## src/rtl/iso_ts_pkg.sv

```systemverilog
// ----------------------------------------------------------------------------
// iso_ts_pkg: shared types, constants and tables
// Status codes, the record passed from the character scanner to the
// calendar back end, and small constant tables used by both sides.
// ----------------------------------------------------------------------------
package iso_ts_pkg;

   // maximum number of characters scanned per string
   localparam int unsigned MAX_LEN = 31;
   localparam int unsigned POS_W   = $clog2(MAX_LEN + 1);

   // record queue depth, power of two
   localparam int unsigned QUEUE_DEPTH = 2;
   localparam int unsigned QPTR_W      = $clog2(QUEUE_DEPTH);
   localparam int unsigned QCNT_W      = $clog2(QUEUE_DEPTH + 1);

   // status codes
   localparam logic [2:0] ST_OK       = 3'd0;
   localparam logic [2:0] ST_OVERFLOW = 3'd1;
   localparam logic [2:0] ST_FORMAT   = 3'd2;
   localparam logic [2:0] ST_VALUE    = 3'd3;
   localparam logic [2:0] ST_TIME     = 3'd4;

   // separator positions
   localparam logic [2:0] SEP_YEAR   = 3'd0;
   localparam logic [2:0] SEP_MONTH  = 3'd1;
   localparam logic [2:0] SEP_DAY    = 3'd2;
   localparam logic [2:0] SEP_HOUR   = 3'd3;
   localparam logic [2:0] SEP_MINUTE = 3'd4;
   localparam logic [2:0] SEP_SECOND = 3'd5;
   localparam logic [2:0] SEP_FRAC   = 3'd6;
   localparam logic [2:0] SEP_COUNT  = 3'd7;

   // one parsed string, handed from the scanner to the back end
   typedef struct packed {
      logic [2:0]  err;
      logic [31:0] year_offset;   // years since 1900
      logic [3:0]  month;         // 0..11
      logic [4:0]  day;
      logic [4:0]  hour;
      logic [5:0]  minute;
      logic [5:0]  second;
      logic [29:0] frac_raw;      // fraction digits as written
      logic [3:0]  frac_scale;    // power of ten that scales it to ns
   } rec_type;

   function automatic logic [7:0] sep_char(input logic [2:0] idx);
      logic [7:0] ch;
      unique case (idx)
         SEP_YEAR:   ch = 8'h2D;  // '-'
         SEP_MONTH:  ch = 8'h2D;  // '-'
         SEP_DAY:    ch = 8'h54;  // 'T'
         SEP_HOUR:   ch = 8'h3A;  // ':'
         SEP_MINUTE: ch = 8'h3A;  // ':'
         SEP_SECOND: ch = 8'h2E;  // '.'
         SEP_FRAC:   ch = 8'h5A;  // 'Z'
         default:    ch = 8'h00;
      endcase
      return ch;
   endfunction

   function automatic logic [26:0] pow10(input logic [3:0] idx);
      logic [26:0] p;
      unique case (idx)
         4'd0:    p = 27'd1;
         4'd1:    p = 27'd10;
         4'd2:    p = 27'd100;
         4'd3:    p = 27'd1000;
         4'd4:    p = 27'd10000;
         4'd5:    p = 27'd100000;
         4'd6:    p = 27'd1000000;
         4'd7:    p = 27'd10000000;
         4'd8:    p = 27'd100000000;
         default: p = 27'd1;
      endcase
      return p;
   endfunction

   // day of the March-based year on which each month starts
   function automatic logic [8:0] month_doy(input logic [3:0] m0);
      logic [8:0] d;
      unique case (m0)
         4'd0:    d = 9'd306;
         4'd1:    d = 9'd337;
         4'd2:    d = 9'd0;
         4'd3:    d = 9'd31;
         4'd4:    d = 9'd61;
         4'd5:    d = 9'd92;
         4'd6:    d = 9'd122;
         4'd7:    d = 9'd153;
         4'd8:    d = 9'd184;
         4'd9:    d = 9'd214;
         4'd10:   d = 9'd245;
         4'd11:   d = 9'd275;
         default: d = 9'd0;
      endcase
      return d;
   endfunction

endpackage

```

## src/rtl/iso_ts_back.sv

```systemverilog
// ----------------------------------------------------------------------------
// iso_ts_back: calendar back end
// Turns one parsed record into status and nanoseconds since 1970 through a
// short multi-step sequence, then holds the result in the output register.
// ----------------------------------------------------------------------------
module iso_ts_back (
   input  logic                 clock,
   input  logic                 reset,
   input  logic                 head_valid,
   input  iso_ts_pkg::rec_type  head_rec,
   output logic                 pop,
   output logic                 rsp_tvalid,
   input  logic                 rsp_tready,
   output logic [63:0]          rsp_tdata,
   output logic [2:0]           rsp_tuser
);
   import iso_ts_pkg::*;

   localparam logic [27:0] DIV25_MUL  = 28'd171798691;  // floor(2^32/25)
   localparam logic [17:0] ERA_DAYS   = 18'd146097;
   localparam logic [63:0] EPOCH_BIAS = 64'd719469;     // epoch shift plus one
   localparam logic [16:0] SEC_DAY    = 17'd86400;
   localparam logic [29:0] NS_SEC     = 30'd1000000000;

   typedef enum logic [8:0] {
      B_IDLE = 9'b000000001,
      B_DIV  = 9'b000000010,
      B_CORR = 9'b000000100,
      B_DOE  = 9'b000001000,
      B_DAYS = 9'b000010000,
      B_SLO  = 9'b000100000,
      B_SECS = 9'b001000000,
      B_NLO  = 9'b010000000,
      B_OUT  = 9'b100000000
   } back_state_type;

   back_state_type state_ff, state_in;

   logic [27:0] x_ff;
   logic [3:0]  yylo_ff;
   logic [23:0] q_ff;
   logic [29:0] frac_ff;
   logic [23:0] era_ff;
   logic [8:0]  yoe_ff;
   logic [17:0] doe_ff;
   logic [41:0] eramul_ff;
   logic [63:0] days_ff;
   logic [48:0] plo_ff;
   logic [31:0] phi_ff;
   logic [16:0] hms_ff;
   logic [63:0] secs_ff;
   logic [61:0] nlo_ff;
   logic [31:0] nhi_ff;

   logic        out_ff;
   logic [63:0] time_ff;
   logic [2:0]  status_ff;

   logic [31:0] yy;
   logic [55:0] div_prod;
   logic [56:0] frac_prod;
   logic [5:0]  rem;
   logic [1:0]  cent;
   logic        out_free;

   assign out_free   = !out_ff || rsp_tready;
   assign pop        = (state_ff == B_OUT) && out_free;
   assign rsp_tvalid = out_ff;
   assign rsp_tdata  = time_ff;
   assign rsp_tuser  = status_ff;

   // March-based year: Jan and Feb count with the previous year
   assign yy        = head_rec.year_offset + 32'd1900 - {31'd0, head_rec.month < 4'd2};
   assign div_prod  = 56'(yy[31:4]) * 56'(DIV25_MUL);
   assign frac_prod = 57'(head_rec.frac_raw) * 57'(pow10(head_rec.frac_scale));
   assign rem       = x_ff[5:0] - 6'(q_ff * 24'd25);
   assign cent      = (yoe_ff >= 9'd300) ? 2'd3 :
                      (yoe_ff >= 9'd200) ? 2'd2 :
                      (yoe_ff >= 9'd100) ? 2'd1 : 2'd0;

   always_comb begin
      state_in = state_ff;
      unique case (state_ff)
         B_IDLE: if (head_valid) begin
            state_in = (head_rec.err == ST_OK) ? B_DIV : B_OUT;
         end
         B_DIV:  state_in = B_CORR;
         B_CORR: state_in = B_DOE;
         B_DOE:  state_in = B_DAYS;
         B_DAYS: state_in = B_SLO;
         B_SLO:  state_in = B_SECS;
         B_SECS: state_in = B_NLO;
         B_NLO:  state_in = B_OUT;
         B_OUT:  if (out_free) begin
            state_in = B_IDLE;
         end
         default: state_in = B_IDLE;
      endcase
   end

   always_ff @(posedge clock) begin
      if (reset) begin
         state_ff <= B_IDLE;
         out_ff   <= 1'b0;
      end else begin
         state_ff <= state_in;
         if (pop) begin
            out_ff <= 1'b1;
         end else if (rsp_tready) begin
            out_ff <= 1'b0;
         end
      end
   end

   // datapath: each step's products and sums are registered before the next
   always_ff @(posedge clock) begin
      unique case (state_ff)
         B_DIV: begin
            x_ff    <= yy[31:4];
            yylo_ff <= yy[3:0];
            q_ff    <= div_prod[55:32];
            frac_ff <= frac_prod[29:0];
         end
         B_CORR: begin
            // estimate is low by at most one
            if (rem >= 6'd25) begin
               era_ff <= q_ff + 24'd1;
               yoe_ff <= {5'(rem - 6'd25), yylo_ff};
            end else begin
               era_ff <= q_ff;
               yoe_ff <= {rem[4:0], yylo_ff};
            end
         end
         B_DOE: begin
            doe_ff    <= 18'(yoe_ff * 18'd365) + 18'(yoe_ff[8:2]) - 18'(cent)
                         + 18'(month_doy(head_rec.month));
            eramul_ff <= era_ff * ERA_DAYS;
         end
         B_DAYS: begin
            days_ff <= 64'(eramul_ff) + 64'(doe_ff) + 64'(head_rec.day) - EPOCH_BIAS;
         end
         B_SLO: begin
            plo_ff <= 49'(days_ff[31:0]) * 49'(SEC_DAY);
            phi_ff <= 32'(days_ff[63:32] * 32'(SEC_DAY));
            hms_ff <= 17'(head_rec.hour * 17'd3600) + 17'(head_rec.minute * 17'd60)
                      + 17'(head_rec.second);
         end
         B_SECS: begin
            secs_ff <= 64'(plo_ff) + {phi_ff, 32'd0} + 64'(hms_ff);
         end
         B_NLO: begin
            nlo_ff <= 62'(secs_ff[31:0]) * 62'(NS_SEC);
            nhi_ff <= 32'(secs_ff[63:32] * 32'(NS_SEC));
         end
         default: begin
         end
      endcase
   end

   // output register
   always_ff @(posedge clock) begin
      if (pop) begin
         if (head_rec.err != ST_OK) begin
            status_ff <= head_rec.err;
            time_ff   <= 64'd0;
         end else if (secs_ff == {64{1'b1}}) begin
            status_ff <= ST_TIME;
            time_ff   <= 64'd0;
         end else begin
            status_ff <= ST_OK;
            time_ff   <= 64'(nlo_ff) + {nhi_ff, 32'd0} + 64'(frac_ff);
         end
      end
   end

endmodule
```

## config.mk

```make
export PLATFORM = sky130hd
export DESIGN_NAME = iso_ts_back
export DESIGN_NICKNAME = d
export VERILOG_FILES = /design/src/rtl/iso_ts_pkg.sv /design/src/rtl/iso_ts_back.sv
export SDC_FILE = /design/constraint.sdc
export NUM_CORES = 2
export LEC_CHECK = 0
export ABC_AREA = 1
export ABC_CLOCK_PERIOD_IN_PS = 8800
export BUFFER_PORTS_ARGS = -buffer_cell sky130_fd_sc_hd__buf_2
export CAP_MARGIN = 20
export CORE_UTILIZATION = 55
export DETAILED_ROUTE_END_ITERATION = 8
export PLACE_DENSITY_LB_ADDON = 0.2
export SYNTH_ARGS = -nofsm -noshare
export SYNTH_HDL_FRONTEND = slang
export SYNTH_SLANG_ARGS = --single-unit
```

## constraint.sdc

```tcl
create_clock -name clock -period 8.8 [get_ports clock]
set_clock_uncertainty 0.1 [all_clocks]
set_input_delay 0.44 -clock clock [delete_from_list [all_inputs] [get_ports clock]]
set_output_delay 0.44 -clock clock [all_outputs]
set_load 0.01 [all_outputs]
```

==> run summary <==
Status: finished, final reports clean
Initial DRC Count: 4396
WP data arrival: 8300 ps
Worst slew margin relative to its limit: 0.263
Io pins: 168
Synthesis Warnings: 0
Vias in the first global route: 74500
Bufs on Longest Clock Path: 3
Setup bufs post-CTS: 0
Die Y: 414 um
Starting density of the core: 0.556
P&R area growth vs syn: 7.20%
Critical Path RT: 9110 ps
#FFs+latches synth: 503
Startpoint Class: primary input
CTS Root Buffer Type: clkbuf_16
Worst Setup Path Type: in -> reg
RSZ-0062 raised after global routing: no
Post-route ant nets: 0
Largest net degree at the start of global routing: 75
Slowest stage delay, CP: 560 ps
Final Hold Vio Count: 0
Final Core Density: 0.596
Htree depth: 2
Total GRT Usage: 0.301
CTS buffer count: 59
Worst-path clk slew: 60 ps
Number of gates resized after cts: 0
Min-Delay Path Class: in -> reg
Cell Area, Synth: 93100 um^2
Area contributors post-synth: fa_1 29%, ha_1 21%, edfxtp_1 16%
Slew Viols, Final: 0
Clock sinks: 503
Critical Path Sink Type: flop
Die width: 414 um
Mapped Nets: 13500
Worst r2r src: secs_ff[0]$_DFFE_PN_
# nets final: 13800
IO buf count: 167
Syn Inst Count: 10500
Prevailing post-synth register cell: edfxtp_1
Post-synth EDFFs: 493
DR vias: 69600
Core ar.: 168000 um^2
Max FO, Critical Path: 7
Routed len/inst: 19.0 um
# fillers: 14900
Yosys top cell by area: fa_1
Final period util: 0.908
# setup viols final: 0
Fmax: 0.125 GHz
GR Overflow Total: 0
DRC: 0
Initial antenna violation count: 11
First-pass GRT wire length: 401000 um
Register area share after synthesis: 0.161
Clock Latency Late Sink: 680 ps
Max-cap check violation count: 0
Top cell type's share of synthesized area: 0.288
Post-route setup TNS: 0 ps
Yosys cell types: 62
Mean Syn Cell Area: 8.89 um^2
Die area: 171000 um^2
CP max-delay cell: fa_1
Hold path start: head_rec[36]
Final WL: 248000 um
Worst slew pin tran: 1100 ps
Vias per cell: 5.32
TritonCTS clock tree: done
Final min period: 7990 ps
Post-synth ARST share: 0
Row cnt: 150
Drt pass-1 iters: 8
HPWL after DPL: 220000 um
RD Place Congestion: 0.994
Layout cells sized above 1: 0.0458
CP Launch Point: head_rec[58]
==> synthesized netlist by cell type (15+ instances only) <==
cell / instances
inv_1: 2846
ha_1: 1538
nand2_1: 1392
fa_1: 1340
nor2_1: 678
a21oi_1: 507
edfxtp_1: 493
o21ai_0: 301
xor2_1: 284
nand3_1: 278
xnor2_1: 158
nor3_1: 82
nand4_1: 75
a21o_1: 64
a31oi_1: 62
nor4_1: 54
clkbuf_1: 49
o21bai_1: 33
o21ai_2: 23
a21boi_0: 22
o21a_1: 22
o211ai_1: 18
nand3b_1: 15
==> layer usage <==
metal	share of wire	wire length (um)	track usage
met5	0.000060	15	0
met4	0.036	8820	0.0950
met3	0.050	12500	0.0316
met2	0.48	119000	0.520
met1	0.43	108000	0.397
==> cell families after synthesis <==
| kind of cell | share of synthesized area |
|---|---|
| buffers and inverters | 0.118 |
| xor gates and xnor gates | 0.0422 |
| AOI/OAI and AO/OA | 0.0684 |
| adders and majority gates | 0.495 |
| and+or+nand+nor | 0.115 |
| DFF | 0.161 |
==> state kept, by name, indices dropped and copies added (netlist names) <==
name	count
rsp_tvalid	1
rsp_tdata	64
q_ff	24
yylo_ff	4
nhi_ff	23
eramul_ff	42
phi_ff	25
era_ff	24
x_ff	6
yoe_ff	9
frac_ff	30
secs_ff	64
nlo_ff	53
rsp_tuser	3
state_ff	9
plo_ff	42
days_ff	45
hms_ff	17
doe_ff	18
==> final cells by class <==
cell class                      count  area, um^2  share of cell area
Timing Repair Buffer              352        2260              0.0227
Tap cell                         2204        2760              0.0276
Clock inverter                     40         375             0.00376
Antenna cell                        5        12.5            0.000125
Inverter                         2855       10700               0.107
Clock buffer                       71        1560              0.0157
Multi-Input combinational cell   7051       67100               0.673
Sequential cell                   503       15000               0.150
==> metrics by stage <==
step / hold slack, ps / cells / instance area, um^2 / setup WS (ps)
finish: 69.0 / 13100 / 99800 / 811
global route: 35.7 / 13100 / 99800 / 188
CTS: 1.77 / 13100 / 99800 / 884
detailed placement: 307 / 13000 / 97800 / 205
global placement: 304 / 13000 / 97800 / 313
floorplan: 300 / 10500 / 93100 / 890
==> critical path: cells and delay by family <==
kind                     cells  cell delay [ps]
XOR/XNOR                     1              550
buffers and inverters        8              840
adder cells (fa/ha/maj)     11             4170
AND/OR/NAND/NOR             15             1930
AO/OA/AOI/OAI                2              350
==> path summary, 6_finish.rpt <==
check	cells past startpoint	slack, ps	endpoint
hold reg to reg	0	310	secs_ff[6]$_DFFE_PN_
setup reg to reg	19	2080	nlo_ff[43]$_DFFE_PP_
setup / recovery	37	810	q_ff[17]$_DFFE_PP_
hold / removal	2	70	hms_ff[2]$_DFFE_PP_
==> repair_timing <==
item | in CTS | in global routing
endpoints found under the setup margin | 0 | 0
endpoints found under the hold margin | 8 | 0
hold buffers | 6 | 0
==> layout by cell type, fill, tap and decap left out, types with 8 or more instances in the layout <==
cell type / count
and3_1: 11
inv_1: 2844
dfxtp_1: 10
clkbuf_1: 9
nand2_1: 1392
clkinvlp_4: 8
ha_1: 1538
nand3b_1: 15
o211ai_1: 18
nor3_1: 82
nand3_1: 278
nor4_1: 52
o21bai_1: 33
a21boi_0: 22
buf_4: 177
clkinv_2: 12
buf_2: 167
edfxtp_1: 493
o21ai_0: 301
a211oi_1: 11
xnor2_1: 158
clkinv_1: 15
xor2_1: 284
a21o_1: 64
o221ai_1: 10
a21oi_1: 507
nor2_1: 675
o21ai_2: 23
o31ai_1: 8
or2_2: 11
fa_1: 1340
a31oi_1: 62
o21a_1: 22
clkbuf_16: 60
nand4_1: 75
Power is not shown: default switching activity piles up to over one toggle a cycle in this logic, so the estimate is an artifact.
