### config.mk
export PLATFORM = sky130hd
export DESIGN_NAME = iso_ts_queue
export DESIGN_NICKNAME = d
export VERILOG_FILES = /design/src/rtl/iso_ts_pkg.sv /design/src/rtl/iso_ts_queue.sv
export SDC_FILE = /design/constraint.sdc
export NUM_CORES = 1
export LEC_CHECK = 0
export ABC_CLOCK_PERIOD_IN_PS = 7100
export BUFFER_PORTS_ARGS = -buffer_cell sky130_fd_sc_hd__clkbuf_2
export CORE_UTILIZATION = 45
export CTS_CLUSTER_SIZE = 40
export DETAILED_ROUTE_END_ITERATION = 12
export GPL_ROUTABILITY_DRIVEN = 0
export MAX_ROUTING_LAYER = met4
export PLACE_DENSITY = 0.68
export SKIP_CTS_REPAIR_TIMING = 1
export SLEW_MARGIN = 5
export SYNTH_ARGS = -nofsm -noshare
export SYNTH_HDL_FRONTEND = slang
export SYNTH_SLANG_ARGS = --single-unit
### constraint.sdc
create_clock -name clock -period 7.1 [get_ports clock]
set_input_delay 1.42 -clock clock [delete_from_list [all_inputs] [get_ports clock]]
set_output_delay 1.42 -clock clock [all_outputs]
set_load 0.01 [all_outputs]
### src/rtl/iso_ts_pkg.sv
// ----------------------------------------------------------------------------
// iso_ts_pkg: shared types, constants and tables
// Status codes, the record passed from the character scanner to the
// calendar back end, and small constant tables used by both sides.
// ----------------------------------------------------------------------------
package iso_ts_pkg;

   // maximum number of characters scanned per string
   localparam int unsigned MAX_LEN = 31;
   localparam int unsigned POS_W   = $clog2(MAX_LEN + 1);

   // record queue depth, power of two
   localparam int unsigned QUEUE_DEPTH = 2;
   localparam int unsigned QPTR_W      = $clog2(QUEUE_DEPTH);
   localparam int unsigned QCNT_W      = $clog2(QUEUE_DEPTH + 1);

   // status codes
   localparam logic [2:0] ST_OK       = 3'd0;
   localparam logic [2:0] ST_OVERFLOW = 3'd1;
   localparam logic [2:0] ST_FORMAT   = 3'd2;
   localparam logic [2:0] ST_VALUE    = 3'd3;
   localparam logic [2:0] ST_TIME     = 3'd4;

   // separator positions
   localparam logic [2:0] SEP_YEAR   = 3'd0;
   localparam logic [2:0] SEP_MONTH  = 3'd1;
   localparam logic [2:0] SEP_DAY    = 3'd2;
   localparam logic [2:0] SEP_HOUR   = 3'd3;
   localparam logic [2:0] SEP_MINUTE = 3'd4;
   localparam logic [2:0] SEP_SECOND = 3'd5;
   localparam logic [2:0] SEP_FRAC   = 3'd6;
   localparam logic [2:0] SEP_COUNT  = 3'd7;

   // one parsed string, handed from the scanner to the back end
   typedef struct packed {
      logic [2:0]  err;
      logic [31:0] year_offset;   // years since 1900
      logic [3:0]  month;         // 0..11
      logic [4:0]  day;
      logic [4:0]  hour;
      logic [5:0]  minute;
      logic [5:0]  second;
      logic [29:0] frac_raw;      // fraction digits as written
      logic [3:0]  frac_scale;    // power of ten that scales it to ns
   } rec_type;

   function automatic logic [7:0] sep_char(input logic [2:0] idx);
      logic [7:0] ch;
      unique case (idx)
         SEP_YEAR:   ch = 8'h2D;  // '-'
         SEP_MONTH:  ch = 8'h2D;  // '-'
         SEP_DAY:    ch = 8'h54;  // 'T'
         SEP_HOUR:   ch = 8'h3A;  // ':'
         SEP_MINUTE: ch = 8'h3A;  // ':'
         SEP_SECOND: ch = 8'h2E;  // '.'
         SEP_FRAC:   ch = 8'h5A;  // 'Z'
         default:    ch = 8'h00;
      endcase
      return ch;
   endfunction

   function automatic logic [26:0] pow10(input logic [3:0] idx);
      logic [26:0] p;
      unique case (idx)
         4'd0:    p = 27'd1;
         4'd1:    p = 27'd10;
         4'd2:    p = 27'd100;
         4'd3:    p = 27'd1000;
         4'd4:    p = 27'd10000;
         4'd5:    p = 27'd100000;
         4'd6:    p = 27'd1000000;
         4'd7:    p = 27'd10000000;
         4'd8:    p = 27'd100000000;
         default: p = 27'd1;
      endcase
      return p;
   endfunction

   // day of the March-based year on which each month starts
   function automatic logic [8:0] month_doy(input logic [3:0] m0);
      logic [8:0] d;
      unique case (m0)
         4'd0:    d = 9'd306;
         4'd1:    d = 9'd337;
         4'd2:    d = 9'd0;
         4'd3:    d = 9'd31;
         4'd4:    d = 9'd61;
         4'd5:    d = 9'd92;
         4'd6:    d = 9'd122;
         4'd7:    d = 9'd153;
         4'd8:    d = 9'd184;
         4'd9:    d = 9'd214;
         4'd10:   d = 9'd245;
         4'd11:   d = 9'd275;
         default: d = 9'd0;
      endcase
      return d;
   endfunction

endpackage

### src/rtl/iso_ts_queue.sv
// ----------------------------------------------------------------------------
// iso_ts_queue: record queue
// Small FIFO of parsed records between the scanner and the back end.
// ----------------------------------------------------------------------------
module iso_ts_queue (
   input  logic                 clock,
   input  logic                 reset,
   input  logic                 push,
   input  iso_ts_pkg::rec_type  push_rec,
   input  logic                 pop,
   output logic                 head_valid,
   output iso_ts_pkg::rec_type  head_rec,
   output logic                 full
);
   import iso_ts_pkg::*;

   rec_type           slot_ff [QUEUE_DEPTH];
   logic [QPTR_W-1:0] wr_ff, wr_in;
   logic [QPTR_W-1:0] rd_ff, rd_in;
   logic [QCNT_W-1:0] cnt_ff, cnt_in;

   assign head_valid = cnt_ff != '0;
   assign full       = cnt_ff == QCNT_W'(QUEUE_DEPTH);
   assign head_rec   = slot_ff[rd_ff];

   always_comb begin
      wr_in  = push ? wr_ff + 1'b1 : wr_ff;
      rd_in  = pop  ? rd_ff + 1'b1 : rd_ff;
      cnt_in = cnt_ff + QCNT_W'(push) - QCNT_W'(pop);
   end

   always_ff @(posedge clock) begin
      if (reset) begin
         wr_ff  <= '0;
         rd_ff  <= '0;
         cnt_ff <= '0;
      end else begin
         wr_ff  <= wr_in;
         rd_ff  <= rd_in;
         cnt_ff <= cnt_in;
      end
   end

   always_ff @(posedge clock) begin
      if (push) begin
         slot_ff[wr_ff] <= push_rec;
      end
   end

endmodule

==> results of run 1 <==
==> worst max path at each step <==
| stage | startpoint | end | slack (ps) | depth (start not counted) |
|---|---|---|---|---|
| 3_5_place_dp | push | slot_ff[0][40]$_DFFE_PP_ | 3350 | 3 |
| 3_3_place_gp | push | slot_ff[0][40]$_DFFE_PP_ | 3420 | 3 |
| 5_1_grt | register | head_rec[12] | 2870 | 3 |
| 6_report | register | head_rec[9] | 3020 | 3 |
| 2_1_floorplan | push | slot_ff[0][0]$_DFFE_PP_ | 980 | 1 |
| 4_1_cts | register | head_rec[12] | 2930 | 3 |
==> metal layers <==
metal / share of wire, % / routed length [um] / GRT usage [%]
met1: 42 / 5274 / 18.04
met5: 0 / 0 / -
met3: 7.0 / 877 / 5.078
met4: 1.2 / 146 / 6.436
met2: 50 / 6297 / 26.25
==> placed cells by master, fill, tap and decap left out, drive strengths merged, types with 3 or more instances in the layout <==
master    n
inv       3
buf       3
bufinv    3
edfxtp  190
nor2b     3
nor2      4
clkbuf  213
dfxtp     5
mux2     95
clkinv    5
==> through the flow <==
stage / total power, mW / setup slack [ps] / hold slack, ps
detailed placement: 1.696 / 3353 / 502.6
floorplan: 1.580 / 980.6 / 479.9
finish: 2.592 / 3022 / 553.2
global placement: 1.685 / 3418 / 496.6
CTS: 2.626 / 2928 / 562.6
global route: 2.690 / 2870 / 580.9
==> power groups by stage <==
stage	Sequential, mW	Combinational (mW)	Clock (mW)
after floorplan	1.39	0.191	0
after global placement	1.39	0.293	0
after detailed placement	1.40	0.298	0
after CTS	1.37	0.300	0.954
after global routing	1.38	0.317	0.996
final	1.37	0.293	0.927
==> worst register-to-register path, cell delays in order (launching register included) <==
cell     delay (ps)
dfxtp_1         360
nor2b_4         850
buf_4           810
==> kinds of logic after synthesis <==
logic type               synth area share (%)
flip-flops                              79.70
XOR/XNOR                               0.5497
AND/OR/NAND/NOR                        0.6356
adder cells (fa/ha/maj)                0.3435
multiplexers                            17.26
buffers and inverters                   1.511
==> flip-flops by register name, indices dropped and copies added, names as in the netlist, named ones only <==
| register | cells |
|---|---|
| slot_ff | 190 |
| cnt_ff | 2 |
| rd_ff | 1 |
| wr_ff | 1 |
==> layout make-up <==
class / instances / area share [%]
Tap cell: 216 / 2.992
Sequential cell: 195 / 64.32
Clock inverter: 11 / 1.538
Clock buffer: 18 / 4.751
Multi-Input combinational cell: 109 / 15.27
Inverter: 2 / 0.08311
Timing Repair Buffer: 198 / 11.05
==> run metrics, run 1 <==
status complete, no violations; CP top delay family buffers and inverters; Critical Path Fanout Max 63; GRT Util Overall 15.94%; Slew Viols, Final 0; Hold Crit Endpoint rd_ff$_SDFFE_PP0P_; CTS H-tree lvls 4; Synth Warn # 0; worst-skew pair later-pin latency 420 ps; r2r worst-path depth 2; post-route insts no fill 749; MaxCap Viol Count 0; f_max 245.2 MHz; Post-Syn Nets 418; clock skew 7.466 ps; Pwr Density 286.9 nW/um2; total CTS buffers 17; largest net degree at the start of global routing 64; Combinational Power Share 11.3%; Arr. time, crit path 2660 ps; flip-flop and latch count after synthesis 195; post-synthesis async set-or-reset flop share 0%; Critical-path top delay cell buf_4; Layout Nets 624; clock buffer depth 2; WHS Path Cells 2; worst rel slew slack 27.44%; RSZ-0062 raised after global routing no; vias in the first global route 3720; placed inst area 8464 um2; Core Region 15830 um2; vias 3605; row count 46; Placed Instances 720; Post-synth top flop edfxtp_1; reg2reg setup slack 4690 ps; post-synthesis cell area 7284 um2; n_diodes 0; die footprint 16700 um2; antenna viol nets, final 0; CP max stage delay 840 ps; Routed Wire Length 12600 um; WL/cell 16.82 um; r2r startpoint wr_ff$_SDFFE_PP0P_; input/output buffers 195; syn_area_per_cell 22.98 um2; Clock Pin Slew Worst Setup and Hold Paths 60 ps; clock sinks 195; post-synth top area cell edfxtp_1; worst reg2reg path endpoint slot_ff[0][35]$_DFFE_PP_; clk root buf clkbuf_16; Net Switching 0.5527 mW; initial antenna violation count 0; CP startpoint kind register; vias per std cell 4.813; count leader, synth edfxtp_1; Int Power 2.039 mW; post-route design area 9032 um2; Worst-Margin Slew 1086 ps; area of the multi-input gates 1379 um2; setup tns final 0 ps; share of the yosys chip area belonging to registers 79.70%; Final Cycle Share 57.43%; Synth top cells by count edfxtp_1, mux2_4, mux2_2; Crit. End Element output pin; Worst Hold Class reg -> reg; VDD IR max 0.0001469 V; Post-synth EDFFs 190; IO Pins 196; WS Path Type reg -> out; P&R area growth vs syn 24.00%; filler cell count 1252; FF+latch area 5809 um2; clock share of power 35.8%; DRC 0; final setup fails 0; fin crit period 4078 ps; WP buf/inv 2; first-pass GRT wire length 18710 um; share of cells above drive strength 1 60.41%; CP cell instances buf_4, mux2_2, clkbuf_2; hold_sp rd_ff$_SDFFE_PP0P_; synth top area cells edfxtp_1, mux2_4, mux2_2; Yosys top cell area share 78.32%; WP data required 5680 ps; Final Hold Fails 0; Die Ht 129.2 um; iteration-0 DRC count of the detailed router 261; gr ovfl total 0; DR pass1 iterations 4; CTS tree done; post-synthesis instance total 317; switch share 21.33%; Yosys cell types 15; Initial Utilization 46.02%; Sequential Power Share 52.9%; DP HPWL 8174 um; P_leak 3.532 nW; chip width 129.2 um; Final Util 57.07%
Note: power is estimated with default switching activity, not from simulation.
==> run 2, diff against run 1 <==
--- a/config.mk
+++ b/config.mk
@@ -5,7 +5,8 @@
 export SDC_FILE = /design/constraint.sdc
 export NUM_CORES = 1
 export LEC_CHECK = 0
-export ABC_CLOCK_PERIOD_IN_PS = 7100
+export ABC_AREA = 1
+export ABC_CLOCK_PERIOD_IN_PS = 3870
 export BUFFER_PORTS_ARGS = -buffer_cell sky130_fd_sc_hd__clkbuf_2
 export CORE_UTILIZATION = 45
 export CTS_CLUSTER_SIZE = 40
==> constraint.sdc (replaced) <==
create_clock -name clock -period 3.87 [get_ports clock]
set_input_delay 0.774 -clock clock [delete_from_list [all_inputs] [get_ports clock]]
set_output_delay 0.774 -clock clock [all_outputs]
set_load 0.01 [all_outputs]
==> run metrics, run 2 <==
CP cell instances buf_4, mux2_2, clkbuf_2; CP top delay family buffers and inverters; CP startpoint kind register; clock buffer depth 2; fin crit period 2717 ps; reg2reg setup slack 2130 ps; CTS H-tree lvls 4; MaxCap Viol Count 0; die footprint 16710 um2; f_max 368.0 MHz; Routed Wire Length 12310 um; share of cells above drive strength 1 59.96%; Synth Area in Adders 0.3433%; WP data required 3100 ps; Layout Nets 637; commonest non-fill, non-tap cell in the layout clkbuf_2; post-synthesis cell area 7289 um2; gr ovfl total 0; Final Cycle Share 70.22%; chip width 129.3 um; WL/cell 16.14 um; synth top area cells edfxtp_1, mux2_4, mux2_2; CP max stage delay 510 ps; total CTS buffers 17; clk root buf clkbuf_16; Slew Viols, Final 0; most frequent cells in the layout clkbuf_2, edfxtp_1, mux2_4; n_diodes 0; Post-synth top flop edfxtp_1; IO Pins 196; first-pass GRT wire length 18420 um; row count 46; P&R area growth vs syn 24.55%; Post-Syn Nets 428; Pwr Total 4.658 mW; Die Ht 129.3 um; Arr. time, crit path 1940 ps; P_leak 3.572 nW; Critical Path Fanout Max 30; syn_area_per_cell 22.29 um2; final setup fails 0; DRC 0; Core Region 15830 um2; Yosys top cell area share 78.27%; Top reg by flops slot_ff; Initial Utilization 46.06%; biggest regs slot_ff: 190 flops, cnt_ff: 2 flops; Worst-Margin Slew 750.2 ps; Crit. End Element output pin; vias 3611; XOR/XNOR Fraction of Synth Area 0.1202%; WS Path Type reg -> out; WP buf/inv 2; Pwr Density 513.1 nW/um2; post-synthesis compound-gate area fraction 0.06866%; post-synthesis instance total 327; status complete, no violations; largest net degree at the start of global routing 58; input/output buffers 195; VDD IR max 0.0004039 V; worst rel slew slack 49.99%; share of the yosys chip area belonging to registers 79.64%; mux cell area share after synthesis 17.25%; vias per std cell 4.733; DR pass1 iterations 4; Yosys cell types 15; iteration-0 DRC count of the detailed router 161; Clock Pin Slew Worst Setup and Hold Paths 60 ps; worst-skew pair later-pin latency 420 ps; Critical-path top delay cell buf_4; post-synth top area cell edfxtp_1; RSZ-0062 raised after global routing no; main combinational cell family by area after synthesis multiplexers; count leader, synth edfxtp_1; clock skew 5.774 ps; flip-flop and latch count after synthesis 195; max reg flops 190; clock sinks 195; initial antenna violation count 0; filler cell count 1243; setup tns final 0 ps; Synth top cells by count edfxtp_1, mux2_4, mux2_2; antenna viol nets, final 0; Post-synth EDFFs 190; Final Hold Fails 0; vias in the first global route 3741; Post-Synth Simple-Gate Area 0.7552%; Synth Warn # 0; Worst Hold Class reg -> reg; GRT Util Overall 15.54%; CTS tree done; post-synthesis async set-or-reset flop share 0%
==> run 2: cell count changes after synthesis, sizes merged, moves of 3 or more <==
cell   previous run  this run
nand2             0         5
nor2b             3         0
inv               2         8
nor2              4         7
==> run 2: path summary, 6_finish.rpt <==
| check | to | cells after the start | from |
|---|---|---|---|
| setup / recovery | head_rec[86] | 3 | register |
| hold / removal | rd_ff$_SDFFE_PP0P_ | 2 | rd_ff$_SDFFE_PP0P_ |
| setup reg to reg | slot_ff[1][42]$_DFFE_PP_ | 3 | wr_ff$_SDFFE_PP0P_ |
| hold reg to reg | rd_ff$_SDFFE_PP0P_ | 2 | rd_ff$_SDFFE_PP0P_ |
==> run 2: worst reg2reg max path, cell delays in order, from the launching register on <==
cell and delay (ps):
dfxtp_1 400, nand2_1 110, inv_4 550, buf_12 340
==> run 2: routing by layer <==
metal | share of wire [%] | wire length [um] | vias to the layer above | global-route usage [%]
li1 | - | - | 1701 | -
met1 | 41 | 5056 | 1771 | 16.84
met2 | 51 | 6264 | 129 | 26.47
met3 | 7.2 | 889 | 10 | 5.904
met4 | 0.83 | 102 | 0 | 4.567
met5 | 0 | 0 | - | -
==> run 2: layout make-up <==
type	count	area, um2	share of cell area (%)
clock buffers	17	425.4	4.686
well taps	216	270.3	2.977
repair buffers	201	1046	11.52
clock inverters	13	136.4	1.502
inverters	8	32.53	0.3583
multi-input cells	113	1359	14.97
flip-flops and latches	195	5809	63.99
==> run 2: power by group <==
part | internal (mW) | switching (mW)
Sequential | 2.44 | 0.0326
Combinational | 0.256 | 0.260
Clock | 0.945 | 0.719
==> run 2: per-stage QoR <==
| step | setup WS, ps | cell area [um2] | util (%) | cells | hold slack, ps |
|---|---|---|---|---|---|
| 2_1_floorplan | 178.3 | 7292 | - | 327 | 479.9 |
| 3_3_place_gp | 1551 | 8517 | 53.81 | 733 | 496.6 |
| 3_5_place_dp | 1514 | 8517 | 53.81 | 733 | 512.6 |
| 4_1_cts | 1110 | 9079 | 57.36 | 763 | 518.6 |
| 5_1_grt | 1053 | 9079 | 57.36 | 763 | 521.7 |
| 6_report | 1153 | 9079 | 57.36 | 763 | 519.2 |
==> run 2: kinds of logic (layout without fill, tap and decap cells) <==
family	count (synthesis)	in the layout
flops	195	195
xor+xnor	1	1
mux	95	95
fa+ha+maj	2	2
buf+inv	19	239
compound gates	1	1
simple gates	14	14
==> run 3, diff against run 2 <==
--- a/config.mk
+++ b/config.mk
@@ -6,7 +6,7 @@
 export NUM_CORES = 1
 export LEC_CHECK = 0
 export ABC_AREA = 1
-export ABC_CLOCK_PERIOD_IN_PS = 3870
+export ABC_CLOCK_PERIOD_IN_PS = 2800
 export BUFFER_PORTS_ARGS = -buffer_cell sky130_fd_sc_hd__clkbuf_2
 export CORE_UTILIZATION = 45
 export CTS_CLUSTER_SIZE = 40
==> constraint.sdc (replaced) <==
create_clock -name clock -period 2.8 [get_ports clock]
set_input_delay 0.56 -clock clock [delete_from_list [all_inputs] [get_ports clock]]
set_output_delay 0.56 -clock clock [all_outputs]
set_load 0.01 [all_outputs]
==> run metrics, run 3 (synthesis gave the netlist of run 2 again) <==
CP cell instances buf_12, mux2_2, clkbuf_2; max reg flops 190; r2r worst-path depth 3; vias per std cell 4.810; M3 GR Usage 5.037%; Critical-path top delay cell mux2_2; die footprint 16710 um2; r2r startpoint wr_ff$_SDFFE_PP0P_; met1 Usage GRT 17.10%; clock share of power 35.3%; worst-skew pair later-pin latency 420 ps; Final Util 57.40%; switch share 21.35%; Net Switching 1.368 mW; Combinational Power Share 11.3%; clk root buf clkbuf_16; Most Crowded Layer GR met2; post-route design area 9085 um2; Int Power 5.040 mW; gr ovfl total 0; iteration-0 DRC count of the detailed router 214; WS Path Type reg -> out; DR pass1 iterations 4; Arr. time, crit path 1660 ps; vias in the first global route 3683; row count 46; n_diodes 0; clock skew 5.128 ps; placed inst area 8536 um2; initial antenna violation count 0; Routed Wire Length 12700 um; Crit. End Element output pin; MaxCap Viol Count 0; CP max stage delay 380 ps; WP data required 2240 ps; RSZ-0062 raised after global routing no; DRC 0; Layout Nets 636; antenna viol nets, final 0; CTS tree done; WL/cell 16.62 um; reg2reg setup slack 1380 ps; Final Hold Fails 0; most frequent cells in the layout clkbuf_2, edfxtp_1, mux2_4; Top reg by flops slot_ff; DP HPWL 8266 um; worst rel slew slack 64.08%; total CTS buffers 17; setup tns final 0 ps; VDD IR max 0.0004432 V; f_max 451.3 MHz; final setup fails 0; input/output buffers 195; Worst-Margin Slew 538.9 ps; Die Ht 129.3 um; chip width 129.3 um; GRT Util Overall 15.81%; IO Pins 196; fin crit period 2216 ps; biggest regs slot_ff: 190 flops, cnt_ff: 2 flops; Critical Path Fanout Max 50; CP endpoint head_rec[15]; hold_sp push_rec[47]; largest net degree at the start of global routing 97; Worst Hold Class in -> reg; clock sinks 195; Initial Utilization 46.06%; Pwr Density 705.3 nW/um2; Sequential Power Share 53.4%; Pwr Total 6.408 mW; clock buffer depth 2; status complete, no violations; share of cells above drive strength 1 58.94%; Final Cycle Share 79.13%; P&R area growth vs syn 24.63%; worst reg2reg path endpoint slot_ff[1][76]$_DFFE_PP_; P_leak 3.571 nW; CTS H-tree lvls 4; GR Util met2 26.60%; vias 3675; commonest non-fill, non-tap cell in the layout clkbuf_2; first-pass GRT wire length 18490 um; Core Region 15830 um2; Clock Pin Slew Worst Setup and Hold Paths 60 ps; Slew Viols, Final 0; CP startpoint kind register
## run 3: cell types whose count changed in the layout (fill, tap and decap cells not counted)
cell	previous run	this run
buf_4	4	1
clkbuf_1	0	3
clkinv_1	1	4
buf_12	2	4
clkinvlp_4	3	1
inv_6	3	1
clkinv_2	3	4
inv_4	1	0
## run 3: metrics by stage
step / worst slack [ps] / hold slack [ps] / instances
2_1_floorplan: 359.7 / 479.9 / 327
3_3_place_gp: 1041 / 497.4 / 732
3_5_place_dp: 1027 / 506.2 / 732
4_1_cts: 565.3 / 306.6 / 764
5_1_grt: 527.7 / 306.4 / 764
6_report: 584.3 / 327.5 / 764
## run 3: critical path, delay by kind of cell, from the launching register on
kind,cells,cell delay (ps)
muxes,1,380
buffers and inverters,2,430
DFF,1,370
## run 3: cell type report
type | count | area [um2]
clock buffer | 20 | 436.7
clock inverter | 12 | 112.6
fill | 1271 | 6743
inverter | 8 | 33.78
multi-input combinational | 113 | 1359
sequential | 195 | 5809
tap | 216 | 270.3
timing repair buffer | 200 | 1064
## run 3: how the worst min path moves through the flow
stage,to,slack (ps),cells after the start
5_1_grt,slot_ff[0][22]$_DFFE_PP_,310,1
2_1_floorplan,register,480,2
3_3_place_gp,register,500,2
3_5_place_dp,register,510,2
6_report,slot_ff[0][47]$_DFFE_PP_,330,1
4_1_cts,slot_ff[0][94]$_DFFE_PP_,310,1
## run 3: power by group through the flow
stage          logic [mW]  clock network [mW]  registers, mW
3_3_place_gp        0.721                   0           3.47
3_5_place_dp        0.737                   0           3.48
4_1_cts             0.740                2.33           3.42
6_report            0.724                2.26           3.42
2_1_floorplan       0.451                   0           3.47
5_1_grt             0.785                2.44           3.43
## run 3: per-layer routing
metal  vias up  wire, um
met5         -         0
met4         0       186
met1      1833      5093
met2       129      6482
met3        14       935
li1       1699         -
